===== src/design/mme_pkg.sv =====
// Shared types and codes for the matrix multiply engine.
`timescale 1ns / 1ps

package mme_pkg;

   // Store geometry: 64 x 64 entries, addressed by row and column.
   localparam int IDX_W  = 6;
   localparam int DIM    = 64;
   localparam int ADDR_W = 2 * IDX_W;
   localparam int ELEM_W = 32;
   localparam int ACC_W  = 64;

   // Request function codes.
   localparam logic [1:0] FUNC_WRITE_A = 2'd0;
   localparam logic [1:0] FUNC_WRITE_B = 2'd1;
   localparam logic [1:0] FUNC_QUERY   = 2'd2;

   typedef struct packed {
      logic [1:0]              func;
      logic [IDX_W-1:0]        row;
      logic [IDX_W-1:0]        col;
      logic signed [ELEM_W-1:0] value;
   } req_type;

   typedef struct packed {
      logic signed [ACC_W-1:0] c_value;
      logic                    saturated;
   } rsp_type;

   // Controller to datapath commands.
   typedef struct packed {
      logic             load;     // capture query indices, clear the sum
      logic             finish;   // return the cleared sum at once
      logic             wr_a;
      logic             wr_b;
      logic             rd_en;    // read one term pair
      logic             rd_last;  // this term pair is the last one
      logic [IDX_W-1:0] k;
   } mme_cmd_type;

   // Datapath to controller status.
   typedef struct packed {
      logic done;
   } mme_status_type;

endpackage


===== src/design/mme_ctrl.sv =====
// Controller state machine: decodes requests and steps through the terms of a query.
`timescale 1ns / 1ps

module mme_ctrl #(
   parameter int ORDER = 64
) (
   input  logic                   clock,
   input  logic                   reset,
   input  logic                   start,
   input  mme_pkg::req_type       req_payload,
   input  mme_pkg::mme_status_type status,
   output logic                   busy,
   output mme_pkg::mme_cmd_type   cmd
);

   import mme_pkg::*;

   localparam int TERMS   = (ORDER < DIM) ? ORDER : DIM;
   localparam int ORDER_W = $clog2(ORDER + 1);
   localparam int CMP_W   = (ORDER_W > IDX_W) ? ORDER_W : IDX_W;
   localparam logic [IDX_W-1:0] K_LAST = IDX_W'(TERMS - 1);
   localparam logic [CMP_W-1:0] ORDER_C = CMP_W'(ORDER);

   typedef enum logic [1:0] {
      ST_IDLE,
      ST_RUN,
      ST_WAIT
   } state_type;

   state_type        state_ff, state_in;
   logic [IDX_W-1:0] k_ff, k_in;
   logic             inside_order;
   logic             accept;

   assign accept       = start && (state_ff == ST_IDLE);
   assign inside_order = (CMP_W'(req_payload.row) < ORDER_C) &&
                         (CMP_W'(req_payload.col) < ORDER_C);

   // Decode the request and sequence the term reads.
   always_comb begin
      state_in = state_ff;
      k_in     = k_ff;
      cmd      = '0;
      cmd.k    = k_ff;
      case (state_ff)
         ST_IDLE: begin
            if (accept) begin
               if (req_payload.func inside {FUNC_WRITE_A, FUNC_WRITE_B}) begin
                  cmd.wr_a = inside_order && (req_payload.func == FUNC_WRITE_A);
                  cmd.wr_b = inside_order && (req_payload.func == FUNC_WRITE_B);
               end else if (req_payload.func == FUNC_QUERY) begin
                  cmd.load = 1'b1;
                  k_in     = '0;
                  if (inside_order) begin
                     state_in = ST_RUN;
                  end else begin
                     cmd.finish = 1'b1;
                     state_in   = ST_WAIT;
                  end
               end
            end
         end
         ST_RUN: begin
            cmd.rd_en   = 1'b1;
            cmd.rd_last = (k_ff == K_LAST);
            k_in        = k_ff + 1'b1;
            if (k_ff == K_LAST) begin
               state_in = ST_WAIT;
            end
         end
         ST_WAIT: begin
            if (status.done) begin
               state_in = ST_IDLE;
            end
         end
         default: begin
            state_in = ST_IDLE;
         end
      endcase
   end

   // Hold state and the term counter.
   always_ff @(posedge clock) begin
      if (reset) begin
         state_ff <= ST_IDLE;
         k_ff     <= '0;
      end else begin
         state_ff <= state_in;
         k_ff     <= k_in;
      end
   end

   assign busy = (state_ff != ST_IDLE);

endmodule


===== config.mk =====
export PLATFORM = sky130hd
export DESIGN_NAME = mme_ctrl
export DESIGN_NICKNAME = d
export VERILOG_FILES = /design/src/design/mme_pkg.sv /design/src/design/mme_ctrl.sv
export SDC_FILE = /design/constraint.sdc
export NUM_CORES = 1
export LEC_CHECK = 0
export BUFFER_PORTS_ARGS = -buffer_cell sky130_fd_sc_hd__buf_2
export CAP_MARGIN = 20
export CORE_AREA = 2 2 44 46
export DETAILED_ROUTE_END_ITERATION = 12
export DIE_AREA = 0 0 46 48
export HOLD_SLACK_MARGIN = 0.05
export MAX_ROUTING_LAYER = met4
export PLACE_DENSITY = 0.77
export SLEW_MARGIN = 20
export SYNTH_ARGS = -nofsm -noshare
export SYNTH_HDL_FRONTEND = slang
export SYNTH_SLANG_ARGS = --single-unit

===== constraint.sdc =====
create_clock -name clock -period 3 [get_ports clock]
set_input_delay 0.45 -clock clock [delete_from_list [all_inputs] [get_ports clock]]
set_output_delay 0.45 -clock clock [all_outputs]
set_load 0.05 [all_outputs]

---- Word level (Yosys, flattened, before mapping) ----
Index checks and enable logic that the tools add are counted.
Widths: inputs -> output; s select.
word-level totals
  register bits ........................... 8
  bits of input ports ..................... 50
  output and inout port bits .............. 13
  logic and storage cells ................. 37
cells by class
  add/subtract/negate cells ............... 1
  equal/unequal tests ..................... 10
  mux-type cells .......................... 16
  reductions and logical operators ........ 8
operators with widths
  cell                 number
  $mux 2               9
  $mux 6               3
  $pmux 6 s2           1
  $mux 4               2
  $ne 2x2->1 const B   4
  $add 6x1->6 const B  1
  $eq 6x6->1 const B   1
  $pmux 2 s3           1
  $reduce_bool 2->1    3
  $reduce_and 5->1     1
  $eq 2x1->1 const B   2
  $eq 2x2->1 const B   2
  $logic_not 2->1      2
  $reduce_and 4->1     1
  $ne 2x1->1 const B   1
  $logic_and 1x1->1    1

---- Depth between registers and ports, before layout ----
  depth in word-level cells ............... 5
  mapped depth ............................ 6
  mapped depth without buffers ............ 4

---- Worst setup path before layout ----
OpenSTA, ideal clock, no wires.
  path type ............................... register to output
  start ................................... register k_ff[1]
  end ..................................... output port cmd[6] in the netlist's numbering
  arrival time ............................ 1.941 ns
  data required time ...................... 2.550 ns
  path slack .............................. 0.609 ns
  stages on the path, launching flop included .. 4
  path buffers ............................ 0
  cells stage by stage .................... dfxtp_1 > ha_1 > nand2_1 > nor4_2
RTL lines
  what                      RTL line        source
  start: declaration        mme_ctrl.sv:31  logic [IDX_W-1:0] k_ff, k_in;
  start signal: assignment  mme_ctrl.sv:89  k_ff <= k_in;
  end: declaration          mme_ctrl.sv:13  output mme_pkg::mme_cmd_type cmd

==> flow_summary.json <==
{
  "crit_path_cell_trace": "or2_1 -> or2_4 -> inv_2 -> buf_2",
  "fillerInstances": 180,
  "hold_path_class": "input port to flip-flop",
  "vdd_ir_drop_max_v": 0.000222,
  "ys_seq_area_share_pct": 28.5,
  "crit_type": "flip-flop to output pin",
  "clkPwrFrac_pct": 35.1,
  "io_pins": 63,
  "seqPwrFrac_pct": 45.6,
  "netlist_area_um2": 562,
  "initial_utilization_pct": 33.3,
  "grt_pass1_vias": 407,
  "grt_start_max_net_pins": 14,
  "crit_family": "simple AND/OR/NAND/NOR gates",
  "slew_viol_final": 0,
  "syn_to_final_growth_pct": 16.0,
  "dr.pass1.iters": 5,
  "antenna_cells": 0,
  "synth_edf_count": 0,
  "cpPeakStageDelay_ns": 0.41,
  "antenna_found_initial": 0,
  "via_per_inst": 5.28,
  "die-area_um2": 2210,
  "ctsHoldBuffers": 0,
  "grtUsageMet3_pct": 1.13,
  "hpwl_um": 843,
  "cts_resized": 0,
  "track_usage_pct": 12.1,
  "p_leak_uw": 0.000274,
  "sw_frac_of_total_pct": 31.1,
  "ys_ff_latch": 8,
  "p_switching_uw": 75.3,
  "gp_congestion": 0.786,
  "power.density_nw_per_um2": 371,
  "async_flop_share_pct": 0,
  "critical_path.slowest_cell": "dfxtp_1",
  "core_um2": 1690,
  "synth_cells": 64,
  "start_kind": "flip-flop",
  "final_cells": 96,
  "drtIter0Drc": 16,
  "numCtsBuffers": 3,
  "cts_buffer_depth": 2,
  "yosys_warnings": 0,
  "crit_path_max_fanout": 10,
  "finalSetupTns_ns": 0,
  "drt_wl_total_mm": 1.15,
  "hold_viol": 0,
  "cts_setup_buffers": 0,
  "fin_crit_sh_pct": 70.6,
  "cts_tree": "built",
  "finalSetupViolCount": 0,
  "synth_cell_types": 34,
  "ys.flop_type": "dfxtp_1",
  "portBuffers": 17,
  "htreeDepth": 1,
  "combPwrFrac_pct": 19.3,
  "required_ns": 2.55,
  "clock_skew_ns": 0.00506,
  "place_inst": 93,
  "busiest_layer": "met2",
  "detail-route-antenna-nets": 0,
  "outcome": "finished, final reports clean",
  "die_y_um": 48,
  "grt-ovfl-total": 0,
  "crit_buf_inv": 2,
  "intPower_uw": 167,
  "drive_above_1_share_pct": 40.5,
  "die_x_um": 46,
  "worstSkewPairLatency_ns": 0.26,
  "cap_violations": 0,
  "rsz0062_at_grt": "false",
  "grtUsageMet2_pct": 17.5,
  "syn_nets": 115,
  "clk_pin_slew_ns": 0.05,
  "ctsRootBufferMaster": "clkbuf_4",
  "grt_pass1_wl_mm": 1.84,
  "max_freq_ghz": 0.472,
  "crit_path_end_kind": "output pin",
  "grt.met1_usage_pct": 15.8,
  "layout.nets": 132,
  "drc": 0,
  "wl_per_cell_um": 12.0,
  "num_vias": 507,
  "avgSynthCellArea_um2": 8.78,
  "cts_num_sinks": 8,
  "rows": 15,
  "arrival_ns": 1.67,
  "min_period_ns": 2.12
}
-- area by class of cell --
type / instances / area, um2 / share of cell area, %
multi-input cells: 48 / 352 / 53.9
flip-flops and latches: 8 / 160 / 24.6
repair buffers: 17 / 85.1 / 13.1
clock buffers: 3 / 22.5 / 3.45
well taps: 17 / 21.3 / 3.26
inverters: 3 / 11.3 / 1.73
-- metrics by stage --
| stage | instance area [um2] | power (uW) | util, % | hold WS [ns] | worst slack (ns) |
|---|---|---|---|---|---|
| floorplan | 562 | 150 | - | 0.521 | 0.609 |
| CTS | 652 | 246 | 38.6 | 0.487 | 0.866 |
| detailed placement | 629 | 159 | 37.3 | 0.520 | 1.14 |
| finish | 652 | 242 | 38.6 | 0.492 | 0.882 |
| global placement | 629 | 159 | 37.3 | 0.518 | 1.15 |
| global route | 652 | 252 | 38.6 | 0.492 | 0.813 |
-- logic make-up (layout without fill, tap and decap cells) --
kind of cell	count (synthesis)	after routing	synth area share (%)
and+or+nand+nor	25	25	29.6
buffers and inverters	8	23	8.91
AOI/OAI and AO/OA	18	18	24.7
muxes	3	3	5.35
DFF	8	8	28.5
other	1	1	0.668
adders and majority gates	1	1	2.23
-- worst paths after layout --
path                       startpoint                        to  slack (ns)  depth (start not counted)
max reg2reg  state_ff[1]$_SDFFE_PP0P_      k_ff[2]$_SDFFE_PP0P_        1.60                          4
min                             reset  state_ff[0]$_SDFFE_PP0P_        0.49                          2
min reg2reg      k_ff[0]$_SDFFE_PP0P_      k_ff[0]$_SDFFE_PP0P_        0.52                          1
max          state_ff[1]$_SDFFE_PP0P_                   cmd[11]        0.88                          4
-- metal layers --
metal / vias up / wire length [um]
met5: - / 0
met4: 0 / 21
met3: 4 / 66
met2: 24 / 516
met1: 224 / 549
li1: 255 / -
-- registers in the layout, summed over array words and instances, names as in the netlist --
register / cells
state_ff: 2
k_ff: 6
-- power groups by stage --
stage | clock, uW | sequential (uW) | combinational, uW
4_1_cts | 88.2 | 110 | 47.1
2_1_floorplan | 0 | 116 | 34.3
3_3_place_gp | 0 | 113 | 46.1
5_1_grt | 91.5 | 111 | 50.2
6_report | 84.9 | 110 | 46.8
3_5_place_dp | 0 | 113 | 46.9
-- synth_stat cells (2+ instances only) --
library cell / n / area [um2]
nand2_1: 4 / 15.0
inv_2: 2 / 7.51
dfxtp_1: 8 / 160
a2111oi_2: 2 / 30.0
nand2b_1: 2 / 12.5
mux2i_1: 3 / 30.0
nor2b_1: 3 / 18.8
buf_6: 2 / 22.5
nor2_1: 5 / 18.8
a21oi_1: 3 / 15.0
o21ai_0: 6 / 30.0
nand3_1: 2 / 10.0
-- layout by cell type, fill, tap and decap left out, types with 3 or more instances in the layout --
| cell type | instances |
|---|---|
| buf_2 | 17 |
| dfxtp_1 | 8 |
| o21ai_0 | 6 |
| nor2_1 | 5 |
| nand2_1 | 4 |
| a21oi_1 | 3 |
| nor2b_1 | 3 |
| mux2i_1 | 3 |
| clkbuf_4 | 3 |
Note: power is estimated with default switching activity, not from simulation.
